===== src/rtl/core/cafr_pkg.sv =====
// Shared types and constants of the checked ASCII frame receiver.
// Used by every module of the block; depends on nothing else.
`default_nettype none

package cafr_pkg;

   localparam int CAFR_MAX_WORDS = 32;

   // Response queue between the word store and the response port.
   localparam int RSPQ_DEPTH = 4;
   localparam int RSPQ_PTR_W = 2;
   localparam int RSPQ_LVL_W = 3;

   localparam int CSR_INDEX_W = 4;
   localparam logic [CSR_INDEX_W-1:0] CSR_STATION_ADDRESS = 4'd0;
   localparam logic [CSR_INDEX_W-1:0] CSR_NAK_RETRY_LIMIT = 4'd1;

   localparam logic [31:0] STATION_ADDRESS_RESET = 32'd1;
   localparam logic [7:0]  NAK_RETRY_LIMIT_RESET = 8'd3;

   localparam logic [7:0] CH_STX   = 8'h02;
   localparam logic [7:0] CH_ETX   = 8'h03;
   localparam logic [7:0] CH_ACK   = 8'h06;
   localparam logic [7:0] CH_CR    = 8'h0D;
   localparam logic [7:0] CH_NAK   = 8'h15;
   localparam logic [7:0] CH_SPACE = 8'h20;
   localparam logic [7:0] CH_PLUS  = 8'h2B;
   localparam logic [7:0] CH_MINUS = 8'h2D;
   localparam logic [7:0] CH_ZERO  = 8'h30;
   localparam logic [7:0] CH_NINE  = 8'h39;

   typedef enum logic [1:0] {
      KIND_ACK    = 2'd0,
      KIND_NAK    = 2'd1,
      KIND_RESEND = 2'd2,
      KIND_WORD   = 2'd3
   } kind_type;

   typedef enum logic [2:0] {
      PH_IDLE,
      PH_SKIP1,
      PH_SUM,
      PH_SKIP2,
      PH_MIX,
      PH_PAYLOAD,
      PH_CHECK
   } phase_type;

   typedef struct packed {
      logic       mode;
      logic [7:0] rx_byte;
   } req_type;

   typedef struct packed {
      kind_type    kind;
      logic [31:0] word_value;
      logic        last;
   } rsp_type;

   typedef struct packed {
      logic    valid;
      rsp_type item;
   } rsp_push_type;

   typedef struct packed {
      logic room;
      logic draining;
   } store_status_type;

endpackage

`default_nettype wire


===== src/rtl/core/cafr_rsp_queue.sv =====
// Small response queue that decouples result production from the response port.
// Depends on cafr_pkg.
`default_nettype none

module cafr_rsp_queue (
   input  logic                              clock,
   input  logic                              reset,
   input  cafr_pkg::rsp_push_type            push,
   output logic [cafr_pkg::RSPQ_LVL_W-1:0]   level,
   output logic                              rsp_valid,
   input  logic                              rsp_stall,
   output cafr_pkg::rsp_type                 rsp_data
);
   import cafr_pkg::*;

   rsp_type                entry_ff [RSPQ_DEPTH];
   logic [RSPQ_PTR_W-1:0]  wr_ptr_ff;
   logic [RSPQ_PTR_W-1:0]  wr_ptr_in;
   logic [RSPQ_PTR_W-1:0]  rd_ptr_ff;
   logic [RSPQ_PTR_W-1:0]  rd_ptr_in;
   logic [RSPQ_LVL_W-1:0]  level_ff;
   logic [RSPQ_LVL_W-1:0]  level_in;
   logic                   pop;

   assign rsp_valid = (level_ff != '0);
   assign rsp_data  = entry_ff[rd_ptr_ff];
   assign level     = level_ff;
   assign pop       = rsp_valid && !rsp_stall;

   always_comb begin
      wr_ptr_in = push.valid ? wr_ptr_ff + RSPQ_PTR_W'(1) : wr_ptr_ff;
      rd_ptr_in = pop ? rd_ptr_ff + RSPQ_PTR_W'(1) : rd_ptr_ff;
      level_in  = level_ff + RSPQ_LVL_W'(push.valid) - RSPQ_LVL_W'(pop);
   end

   always_ff @(posedge clock) begin
      if (reset) begin
         wr_ptr_ff <= '0;
         rd_ptr_ff <= '0;
         level_ff  <= '0;
      end else begin
         wr_ptr_ff <= wr_ptr_in;
         rd_ptr_ff <= rd_ptr_in;
         level_ff  <= level_in;
      end
   end

   always_ff @(posedge clock) begin
      if (push.valid) begin
         entry_ff[wr_ptr_ff] <= push.item;
      end
   end

endmodule

`default_nettype wire


===== src/rtl/core/cafr_word_store.sv =====
// Word memory with its drain sequencer; merges drained words with parser results.
// Depends on cafr_pkg.
`default_nettype none

module cafr_word_store #(
   parameter  int MAX_WORDS = cafr_pkg::CAFR_MAX_WORDS,
   localparam int AW        = $clog2(MAX_WORDS),
   localparam int CW        = $clog2(MAX_WORDS + 1)
) (
   input  logic                              clock,
   input  logic                              reset,
   input  logic                              wr_en,
   input  logic [AW-1:0]                     wr_addr,
   input  logic [31:0]                       wr_data,
   input  logic                              drain_go,
   input  logic [CW-1:0]                     drain_count,
   input  cafr_pkg::rsp_push_type            parser_push,
   input  logic [cafr_pkg::RSPQ_LVL_W-1:0]   queue_level,
   output cafr_pkg::rsp_push_type            queue_push,
   output cafr_pkg::store_status_type        status
);
   import cafr_pkg::*;

   logic [31:0]           mem [MAX_WORDS];
   logic [31:0]           rd_data_ff;
   logic                  active_ff;
   logic                  active_in;
   logic [CW-1:0]         idx_ff;
   logic [CW-1:0]         idx_in;
   logic [CW-1:0]         cnt_ff;
   logic [CW-1:0]         cnt_in;
   logic                  inflight_ff;
   logic                  rd_last_ff;
   logic [CW-1:0]         idx_next;
   logic [RSPQ_LVL_W-1:0] reserved;
   logic                  room;
   logic                  issue;
   logic                  issue_last;

   // A queue slot is reserved for a read whose data is still on its way.
   assign reserved   = queue_level + RSPQ_LVL_W'(inflight_ff);
   assign room       = (reserved < RSPQ_LVL_W'(RSPQ_DEPTH));
   assign issue      = active_ff && room;
   assign idx_next   = idx_ff + CW'(1);
   assign issue_last = issue && (idx_next == cnt_ff);

   assign status.room     = room;
   assign status.draining = active_ff || inflight_ff;

   always_comb begin
      if (inflight_ff) begin
         queue_push.valid           = 1'b1;
         queue_push.item.kind       = KIND_WORD;
         queue_push.item.word_value = rd_data_ff;
         queue_push.item.last       = rd_last_ff;
      end else begin
         queue_push = parser_push;
      end
   end

   always_comb begin
      active_in = active_ff;
      idx_in    = idx_ff;
      cnt_in    = cnt_ff;
      if (drain_go) begin
         active_in = 1'b1;
         idx_in    = '0;
         cnt_in    = drain_count;
      end else if (issue) begin
         idx_in = idx_next;
         if (issue_last) begin
            active_in = 1'b0;
         end
      end
   end

   always_ff @(posedge clock) begin
      if (reset) begin
         active_ff   <= 1'b0;
         inflight_ff <= 1'b0;
         rd_last_ff  <= 1'b0;
         idx_ff      <= '0;
         cnt_ff      <= '0;
      end else begin
         active_ff   <= active_in;
         inflight_ff <= issue;
         rd_last_ff  <= issue_last;
         idx_ff      <= idx_in;
         cnt_ff      <= cnt_in;
      end
   end

   always_ff @(posedge clock) begin
      if (wr_en) begin
         mem[wr_addr] <= wr_data;
      end
      if (issue) begin
         rd_data_ff <= mem[idx_ff[AW-1:0]];
      end
   end

endmodule

`default_nettype wire


===== src/rtl/core/cafr_frame_parser.sv =====
// Frame parser: phases, running hashes, word tokenizer and reply handling.
// Writes words to the word store and requests the drain. Depends on cafr_pkg.
`default_nettype none

module cafr_frame_parser #(
   parameter  int MAX_WORDS = cafr_pkg::CAFR_MAX_WORDS,
   localparam int AW        = $clog2(MAX_WORDS),
   localparam int CW        = $clog2(MAX_WORDS + 1)
) (
   input  logic                          clock,
   input  logic                          reset,
   input  logic                          req_fire,
   input  cafr_pkg::req_type             req_item,
   input  logic [31:0]                   station_address,
   input  logic [7:0]                    nak_retry_limit,
   input  cafr_pkg::store_status_type    store_status,
   output logic                          hold,
   output logic                          wr_en,
   output logic [AW-1:0]                 wr_addr,
   output logic [31:0]                   wr_data,
   output logic                          drain_go,
   output logic [CW-1:0]                 drain_count,
   output cafr_pkg::rsp_push_type        push
);
   import cafr_pkg::*;

   localparam logic [CW-1:0] MAX_CNT = CW'(MAX_WORDS);

   phase_type    phase_ff;
   phase_type    phase_in;
   logic [7:0]   rx_sum_ff, rx_sum_in;
   logic [7:0]   rx_mix_ff, rx_mix_in;
   logic [7:0]   sum_ff, sum_in;
   logic [7:0]   mix_ff, mix_in;
   logic [7:0]   pos_ff, pos_in;
   logic         await_ff, await_in;
   logic [7:0]   resend_ff, resend_in;
   logic         busy_ff, busy_in;
   logic [31:0]  tok_val_ff, tok_val_in;
   logic         tok_seen_ff, tok_seen_in;
   logic         tok_neg_ff, tok_neg_in;
   logic         tok_stop_ff, tok_stop_in;
   logic [CW-1:0] count_ff, count_in;
   logic [31:0]  first_ff, first_in;
   logic         hash_ok_ff, hash_ok_in;

   logic [7:0]   rx;
   logic         is_data;
   logic         reply_ack;
   logic         reply_nak;
   logic         frame_take;
   logic         at_etx;
   logic         pay_byte;
   logic         end_tok;
   logic         store_tok;
   logic         parse;
   logic         is_digit;
   logic [31:0]  tok_word;
   logic [7:0]   mix_sum;
   logic [7:0]   pos_inc;
   logic [15:0]  mix_prod;
   logic         check_done;

   function automatic logic [7:0] bump_hash(input logic [7:0] h);
      if (h == CH_ETX || h == CH_CR) begin
         return h + 8'd1;
      end
      return h;
   endfunction

   assign rx         = req_item.rx_byte;
   assign is_data    = req_fire && !req_item.mode && !busy_ff;
   assign reply_ack  = is_data && await_ff && (rx == CH_ACK);
   assign reply_nak  = is_data && await_ff && (rx == CH_NAK);
   assign frame_take = is_data && !reply_ack && !reply_nak;
   assign at_etx     = frame_take && (phase_ff == PH_PAYLOAD) && (rx == CH_ETX);
   assign pay_byte   = frame_take && (phase_ff == PH_PAYLOAD) && (rx != CH_ETX);
   assign is_digit   = rx inside {[CH_ZERO:CH_NINE]};

   // A space at a nonzero position ends a word; the frame end stores only a begun token.
   assign end_tok   = at_etx || (pay_byte && (pos_ff != 8'd0) && (rx == CH_SPACE));
   assign store_tok = at_etx ? tok_seen_ff : end_tok;
   assign parse     = pay_byte && (pos_ff != 8'd0) && (rx != CH_SPACE);
   assign tok_word  = tok_neg_ff ? (32'd0 - tok_val_ff) : tok_val_ff;

   assign wr_en   = store_tok && (count_ff < MAX_CNT);
   assign wr_addr = count_ff[AW-1:0];
   assign wr_data = tok_word;

   assign mix_sum  = mix_ff + rx;
   assign pos_inc  = pos_ff + 8'd1;
   assign mix_prod = mix_sum * pos_inc;

   assign hold       = (phase_ff == PH_CHECK);
   assign check_done = hold && store_status.room;

   always_comb begin
      phase_in = phase_ff;
      if (check_done) begin
         phase_in = PH_IDLE;
      end else if (frame_take) begin
         case (phase_ff)
            PH_IDLE: begin
               if (rx == CH_STX) begin
                  phase_in = PH_SKIP1;
               end
            end
            PH_SKIP1:   phase_in = PH_SUM;
            PH_SUM:     phase_in = PH_SKIP2;
            PH_SKIP2:   phase_in = PH_MIX;
            PH_MIX:     phase_in = PH_PAYLOAD;
            PH_PAYLOAD: begin
               if (rx == CH_ETX) begin
                  phase_in = PH_CHECK;
               end
            end
            default:    phase_in = PH_IDLE;
         endcase
      end
   end

   always_comb begin
      logic sign_taken;
      sign_taken  = 1'b0;
      rx_sum_in   = rx_sum_ff;
      rx_mix_in   = rx_mix_ff;
      sum_in      = sum_ff;
      mix_in      = mix_ff;
      pos_in      = pos_ff;
      await_in    = await_ff;
      resend_in   = resend_ff;
      busy_in     = busy_ff;
      tok_val_in  = tok_val_ff;
      tok_seen_in = tok_seen_ff;
      tok_neg_in  = tok_neg_ff;
      tok_stop_in = tok_stop_ff;
      count_in    = count_ff;
      first_in    = first_ff;
      hash_ok_in  = hash_ok_ff;
      drain_go    = 1'b0;
      drain_count = count_ff;
      push.valid           = 1'b0;
      push.item.kind       = KIND_ACK;
      push.item.word_value = 32'd0;
      push.item.last       = 1'b0;

      if (req_fire && req_item.mode) begin
         busy_in = 1'b0;
      end

      if (reply_ack) begin
         await_in  = 1'b0;
         resend_in = 8'd0;
      end

      if (reply_nak) begin
         if (resend_ff < nak_retry_limit) begin
            resend_in      = resend_ff + 8'd1;
            push.valid     = 1'b1;
            push.item.kind = KIND_RESEND;
            push.item.last = 1'b1;
         end else begin
            await_in  = 1'b0;
            resend_in = 8'd0;
         end
      end

      if (frame_take) begin
         case (phase_ff)
            PH_IDLE: begin
               if (rx == CH_STX) begin
                  sum_in      = 8'd0;
                  mix_in      = 8'd0;
                  pos_in      = 8'd0;
                  tok_val_in  = 32'd0;
                  tok_seen_in = 1'b0;
                  tok_neg_in  = 1'b0;
                  tok_stop_in = 1'b0;
                  count_in    = '0;
               end
            end
            PH_SUM:  rx_sum_in = rx;
            PH_MIX:  rx_mix_in = rx;
            default: begin
            end
         endcase
      end

      if (pay_byte) begin
         sum_in = sum_ff + rx;
         mix_in = mix_prod[7:0];
         pos_in = pos_inc;
      end

      if (parse) begin
         if (!tok_seen_ff) begin
            tok_seen_in = 1'b1;
            if (rx == CH_MINUS) begin
               tok_neg_in = 1'b1;
               sign_taken = 1'b1;
            end else if (rx == CH_PLUS) begin
               sign_taken = 1'b1;
            end
         end
         if (!sign_taken && !tok_stop_ff) begin
            if (is_digit) begin
               tok_val_in = (tok_val_ff << 3) + (tok_val_ff << 1) + {28'd0, rx[3:0]};
            end else begin
               tok_stop_in = 1'b1;
            end
         end
      end

      if (end_tok) begin
         tok_val_in  = 32'd0;
         tok_seen_in = 1'b0;
         tok_neg_in  = 1'b0;
         tok_stop_in = 1'b0;
      end

      if (wr_en) begin
         count_in = count_ff + CW'(1);
         if (count_ff == '0) begin
            first_in = tok_word;
         end
      end

      if (at_etx) begin
         hash_ok_in = (bump_hash(sum_ff) == rx_sum_ff) && (bump_hash(mix_ff) == rx_mix_ff);
         pos_in     = 8'd0;
         resend_in  = 8'd0;
      end

      // The frame end is judged in the check phase, once the final word is in place.
      if (check_done) begin
         if (!hash_ok_ff) begin
            push.valid     = 1'b1;
            push.item.kind = KIND_NAK;
            push.item.last = 1'b1;
         end else if ((count_ff != '0) && (first_ff == station_address)) begin
            push.valid     = 1'b1;
            push.item.kind = KIND_ACK;
            drain_go       = 1'b1;
            busy_in        = 1'b1;
            await_in       = 1'b1;
         end
      end
   end

   always_ff @(posedge clock) begin
      if (reset) begin
         phase_ff    <= PH_IDLE;
         rx_sum_ff   <= 8'd0;
         rx_mix_ff   <= 8'd0;
         sum_ff      <= 8'd0;
         mix_ff      <= 8'd0;
         pos_ff      <= 8'd0;
         await_ff    <= 1'b0;
         resend_ff   <= 8'd0;
         busy_ff     <= 1'b0;
         tok_val_ff  <= 32'd0;
         tok_seen_ff <= 1'b0;
         tok_neg_ff  <= 1'b0;
         tok_stop_ff <= 1'b0;
         count_ff    <= '0;
         hash_ok_ff  <= 1'b0;
      end else begin
         phase_ff    <= phase_in;
         rx_sum_ff   <= rx_sum_in;
         rx_mix_ff   <= rx_mix_in;
         sum_ff      <= sum_in;
         mix_ff      <= mix_in;
         pos_ff      <= pos_in;
         await_ff    <= await_in;
         resend_ff   <= resend_in;
         busy_ff     <= busy_in;
         tok_val_ff  <= tok_val_in;
         tok_seen_ff <= tok_seen_in;
         tok_neg_ff  <= tok_neg_in;
         tok_stop_ff <= tok_stop_in;
         count_ff    <= count_in;
         hash_ok_ff  <= hash_ok_in;
      end
   end

   always_ff @(posedge clock) begin
      first_ff <= first_in;
   end

endmodule

`default_nettype wire


===== src/rtl/core/checked_ascii_frame_receiver_unit.sv =====
// Checked ASCII frame receiver: each request is one byte or a decode-done mark.
// Requests are taken back to back while req_stall is low; a result it causes goes through
// the response queue. A frame end is checked in the check phase: NAK is queued on a hash
// mismatch, ACK if the first word is the station address; the stored words follow one per
// cycle while the queue has room, via a registered read of the word memory. The next request
// waits in the check, in the drain after an ACK, and while the queue is full. Reset is
// synchronous, active high, and clears all control state; the word memory is not cleared.
`default_nettype none

module checked_ascii_frame_receiver_unit #(
   parameter  int MAX_WORDS = cafr_pkg::CAFR_MAX_WORDS,
   localparam int AW        = $clog2(MAX_WORDS),
   localparam int CW        = $clog2(MAX_WORDS + 1)
) (
   input  logic                                clock,
   input  logic                                reset,
   input  logic                                req_valid,
   output logic                                req_stall,
   input  cafr_pkg::req_type                   req_data,
   output logic                                rsp_valid,
   input  logic                                rsp_stall,
   output cafr_pkg::rsp_type                   rsp_data,
   input  logic                                csr_valid,
   output logic                                csr_ready,
   input  logic [cafr_pkg::CSR_INDEX_W-1:0]    csr_index,
   input  logic [31:0]                         csr_wdata
);
   import cafr_pkg::*;

   logic [31:0]            station_address_ff;
   logic [7:0]             nak_retry_limit_ff;
   logic                   req_fire;
   logic                   hold;
   logic                   wr_en;
   logic [AW-1:0]          wr_addr;
   logic [31:0]            wr_data;
   logic                   drain_go;
   logic [CW-1:0]          drain_count;
   rsp_push_type           parser_push;
   rsp_push_type           queue_push;
   store_status_type       store_status;
   logic [RSPQ_LVL_W-1:0]  queue_level;

   assign csr_ready = 1'b1;
   assign req_stall = hold || store_status.draining || !store_status.room;
   assign req_fire  = req_valid && !req_stall;

   always_ff @(posedge clock) begin
      if (reset) begin
         station_address_ff <= STATION_ADDRESS_RESET;
         nak_retry_limit_ff <= NAK_RETRY_LIMIT_RESET;
      end else if (csr_valid && csr_ready) begin
         if (csr_index == CSR_STATION_ADDRESS) begin
            station_address_ff <= csr_wdata;
         end else if (csr_index == CSR_NAK_RETRY_LIMIT) begin
            nak_retry_limit_ff <= csr_wdata[7:0];
         end
      end
   end

   cafr_frame_parser #(
      .MAX_WORDS (MAX_WORDS)
   ) u_parser (
      .clock           (clock),
      .reset           (reset),
      .req_fire        (req_fire),
      .req_item        (req_data),
      .station_address (station_address_ff),
      .nak_retry_limit (nak_retry_limit_ff),
      .store_status    (store_status),
      .hold            (hold),
      .wr_en           (wr_en),
      .wr_addr         (wr_addr),
      .wr_data         (wr_data),
      .drain_go        (drain_go),
      .drain_count     (drain_count),
      .push            (parser_push)
   );

   cafr_word_store #(
      .MAX_WORDS (MAX_WORDS)
   ) u_store (
      .clock       (clock),
      .reset       (reset),
      .wr_en       (wr_en),
      .wr_addr     (wr_addr),
      .wr_data     (wr_data),
      .drain_go    (drain_go),
      .drain_count (drain_count),
      .parser_push (parser_push),
      .queue_level (queue_level),
      .queue_push  (queue_push),
      .status      (store_status)
   );

   cafr_rsp_queue u_queue (
      .clock     (clock),
      .reset     (reset),
      .push      (queue_push),
      .level     (queue_level),
      .rsp_valid (rsp_valid),
      .rsp_stall (rsp_stall),
      .rsp_data  (rsp_data)
   );

endmodule

`default_nettype wire


===== config.mk =====
export PLATFORM = sky130hd
export DESIGN_NAME = checked_ascii_frame_receiver_unit
export DESIGN_NICKNAME = d
export VERILOG_FILES = /design/src/rtl/core/cafr_pkg.sv /design/src/rtl/core/cafr_rsp_queue.sv /design/src/rtl/core/cafr_word_store.sv /design/src/rtl/core/cafr_frame_parser.sv /design/src/rtl/core/checked_ascii_frame_receiver_unit.sv
export SDC_FILE = /design/constraint.sdc
export NUM_CORES = 2
export LEC_CHECK = 0
export BUFFER_PORTS_ARGS = -buffer_cell sky130_fd_sc_hd__buf_2
export CAP_MARGIN = 20
export CORE_MARGIN = 1.5
export CORE_UTILIZATION = 55
export DETAILED_ROUTE_END_ITERATION = 8
export GPL_TIMING_DRIVEN = 1
export HOLD_SLACK_MARGIN = 0.12
export PLACE_DENSITY = 0.74
export SLEW_MARGIN = 20
export SYNTH_ARGS = -nofsm -noshare
export SYNTH_HDL_FRONTEND = slang
export SYNTH_SLANG_ARGS = --single-unit

===== constraint.sdc =====
create_clock -name clock -period 4.7 [get_ports clock]
set_input_delay 0.235 -clock clock [delete_from_list [all_inputs] [get_ports clock]]
set_output_delay 0.235 -clock clock [all_outputs]
set_load 0.02 [all_outputs]

==> impl_metrics.ini <==
[status]
status = finished, violations left
violations = setup timing

[route]
vias_per_cell = 6.25
vias = 31100
wl_mm = 139
drc = 0
firstDrtPassIters = 6
routedWlPerCell_um = 27.9
antenna_left = 0
first_iter_violations = 3599

[critical_path]
worstSetupStartpoint = u_parser.mix_ff[0]$_SDFFE_PP0P_
cp_cell_sequence = ha_4 -> inv_2 -> fa_2 -> nand2b_4 -> a21oi_4 -> nor2_2 -> nor2_2 -> nand2_1 -> fa_1 -> inv_2 -> ha_4 -> fa_1 -> fa_2 -> ha_4 -> a21oi_4 -> xnor2_2 -> xnor3_1 -> xnor3_1 -> o211ai_1 -> o211ai_1
critical_path_arrival_ns = 5.30
worstSetupEndpoint = u_parser.mix_ff[7]$_SDFFE_PP0P_
rr_worst_depth = 20
critPathBufInv = 2
critPathSlowestCell = fa_1
required_ns = 5.29
critPathTopFamily = adder cells
reg2reg_slack_ns = -0.004
crit_fanout = 2
cpMostUsedCell = ha_4
worstReg2RegStart = u_parser.mix_ff[0]$_SDFFE_PP0P_
max_stage_delay_ns = 0.58
start_kind = flop
setup.worst_path.end_class = flop
critical_path_class = flop to flop
reg2reg_to = u_parser.mix_ff[7]$_SDFFE_PP0P_
path_depth = 20

[floorplan]
ios = 88
core.rowCount = 118
die_h_um = 326
die_w_um = 326
initial_core_util_pct = 55.4
dieArea_um2 = 106000
core_area_um2 = 103000

[placement]
portBuffers = 86
placed_cells = 4645
dp_hpwl_mm = 84.0
routabilityCongestion = 0.862

[finish]
regArea_um2 = 40100
multiInputGateArea_um2 = 17200
fill_cells = 6797
area_growth_syn_to_layout_pct = 15.7
drive_gt1_share_pct = 26.7
stdcell_count = 4975
final_nets = 3666

[synthesis]
synth_top_area_cell = edfxtp_1
synth_area_um2 = 57300
synth_cells = 3165
syn_nets = 3346
async_reset_ff_share_pct = 0
yosys.cell_types.count = 73
synth.area.top_cells = edfxtp_1 64%, mux4_2 14%, dfxtp_1 5.6%
synth_edf_count = 1228
yosysTopAreaCellShare_pct = 64.3
synth_seq_area_share_pct = 69.9
ys_ff_latch = 1387
yosysWarnings = 0
postSynthAreaPerCell_um2 = 18.1
synth_ff_type = edfxtp_1

[timing]
timing.fmax_mhz = 213
slew_headroom_pct = 30.5
final-setup-viol-count = 1
period_share_pct = 100
tightest_slew_ns = 1.04
slew_violations = 0
holdWs_ns = 0.216
setup_slack_ns = -0.00365
hold_violations = 0
fin_skew_ns = 0.0444
rsz0062_at_grt = yes
layout_min_cycle_time_ns = 4.70

[power]
p_sw_w = 0.00503
netSwitchingFraction_pct = 20.5
clockPowerShare_pct = 42.8
leakagePower_nw = 25.2
seqPwrFrac_pct = 54.2
pwr-share-comb_pct = 3.0
p_int_w = 0.0195
power.density_nw_per_um2 = 370
peakVddDrop_uv = 321

[clock_network]
cts-root-buf = clkbuf_16
cts_num_sinks = 1387
cts_buffers = 138
cts_tree = built
clockBufferDepth = 3
clk_latency_ns = 0.75
path_clk_slew_ns = 0.06
htreeDepth = 4

[global_route]
grt_usage_pct = 26.5
grt_overflow_total = 0
grt_max_degree = 75
grt_pass1_wl_mm = 207
grt_pass1_vias = 32000
antenna_found_initial = 7

[hold_path]
hold_class = input port to flop
min_from = csr_index[3]

[job]
max-cap-violations = 0
[worst min-delay path, cell delays in order]
cell     delay (ns)
buf_2          0.10
nor3_1         0.08
and3_1         0.23
a211o_1        0.27
[cell usage in the layout (no fill, tap or decap), drive strengths merged, types with 7 or more instances in the layout]
cell type,instances
nor2b,16
fa,17
nor3b,10
nor3,21
dfxtp,159
nor4,14
o31ai,11
mux4,355
nand3,44
o21bai,8
a211oi,7
xor2,56
a21o,26
nand4,16
nand3b,14
a22oi,16
a21oi,127
o21ai,52
nand2,159
ha,114
dlygate4sd3,76
clkbuf,186
or3,11
and2,45
inv,66
mux2,32
xnor2,103
mux2i,30
clkinv,48
or4,12
nor2,162
nand2b,17
buf,251
edfxtp,1228
and3,17
[cell families after synthesis]
family                   after synthesis  share of synthesized area, %
flip-flops                          1387                          69.9
AND/OR/NAND/NOR                      574                          4.92
multiplexers                         417                          15.1
AO/OA/AOI/OAI                        285                          3.06
buffers and inverters                208                          1.38
XOR/XNOR                             162                          2.55
adder cells (fa/ha/maj)              131                          3.08
other                                  1                       0.00654
[metal layers]
layer	vias up	routed length, µm	global-route usage [%]
met4	2	3380	7.56
met3	236	10700	4.09
met5	-	13	0
met2	1458	69100	43.8
li1	13200	-	-
met1	16200	55700	37.1
[through the flow]
stage / cell area, µm² / total power, W / setup WS, ns / TNS [ns] / utilization [%]
CTS: 66200 / 0.0247 / -0.0939 / -0.0939 / 63.9
finish: 66300 / 0.0245 / -0.00365 / -0.00365 / 64.0
global placement: 61000 / 0.0142 / -0.340 / -0.340 / 58.9
detailed placement: 61000 / 0.0143 / -0.331 / -0.331 / 58.9
floorplan: 57400 / 0.0140 / 0.0246 / 0 / -
global route: 66300 / 0.0252 / -0.175 / -0.175 / 64.0
[timing repair]
action	in CTS	in global routing
setup endpoints to repair	1	1
hold buffers	76	0
pin swaps	20	16
setup buffers	4	0
hold endpoints to repair	76	0
gates resized for setup	12	19
[state kept, by name, summed over array words and instances, names as in the netlist, 3 cells and up, named ones only]
signal	cells
u_parser.mix_ff	8
u_parser.first_ff	32
nak_retry_limit_ff	8
u_parser.resend_ff	8
u_parser.tok_val_ff	32
u_parser.rx_mix_ff	8
u_parser.sum_ff	8
u_store.mem	1024
station_address_ff	32
u_parser.drain_count	6
u_queue.entry_ff	140
u_store.idx_ff	6
u_store.cnt_ff	6
u_parser.pos_ff	8
u_parser.phase_ff	3
u_parser.rx_sum_ff	8
u_store.rd_data_ff	32
u_queue.level	3
[how the worst min path moves through the flow]
stage	end	slack (ns)	cells past startpoint
3_3_place_gp	u_parser.await_ff$_SDFF_PP0_	0.46	2
5_1_grt	nak_retry_limit_ff[0]$_SDFFE_PP1P_	0.22	4
6_report	nak_retry_limit_ff[0]$_SDFFE_PP1P_	0.22	4
4_1_cts	nak_retry_limit_ff[0]$_SDFFE_PP1P_	0.14	4
3_5_place_dp	u_parser.await_ff$_SDFF_PP0_	0.45	2
2_1_floorplan	station_address_ff[0]$_SDFFE_PP1P_	0.36	2
[layout make-up]
class / instances / share of cell area [%]
multi-input cells: 1570 / 26.0
inverters: 61 / 0.345
clock inverters: 63 / 0.881
flip-flops and latches: 1387 / 60.5
repair buffers: 327 / 4.08
well taps: 1380 / 2.60
clock buffers: 186 / 5.61
diodes: 1 / 0.00378
[cell usage after synthesis, types with 17 or more instances]
cell and number:
a21o_1 26, a21oi_1 127, and2_1 45, and3_1 17
buf_1 36, clkbuf_1 106, dfxtp_1 159, edfxtp_1 1228
fa_1 17, ha_1 114, inv_1 59, mux2_2 32
mux2i_1 30, mux4_2 355, nand2_1 159, nand3_1 44
nor2_1 161, nor3_1 20, o21ai_0 50, xnor2_1 103
xor2_1 56
[power groups by stage]
stage,Combinational [W],Sequential [W],Clock (W)
CTS,0.000741,0.0133,0.0107
floorplan,0.000514,0.0135,0
global route,0.000786,0.0133,0.0111
detailed placement,0.000702,0.0136,0
global placement,0.000688,0.0136,0
finish,0.000732,0.0133,0.0105
Note: power is estimated with default switching activity, not from simulation.
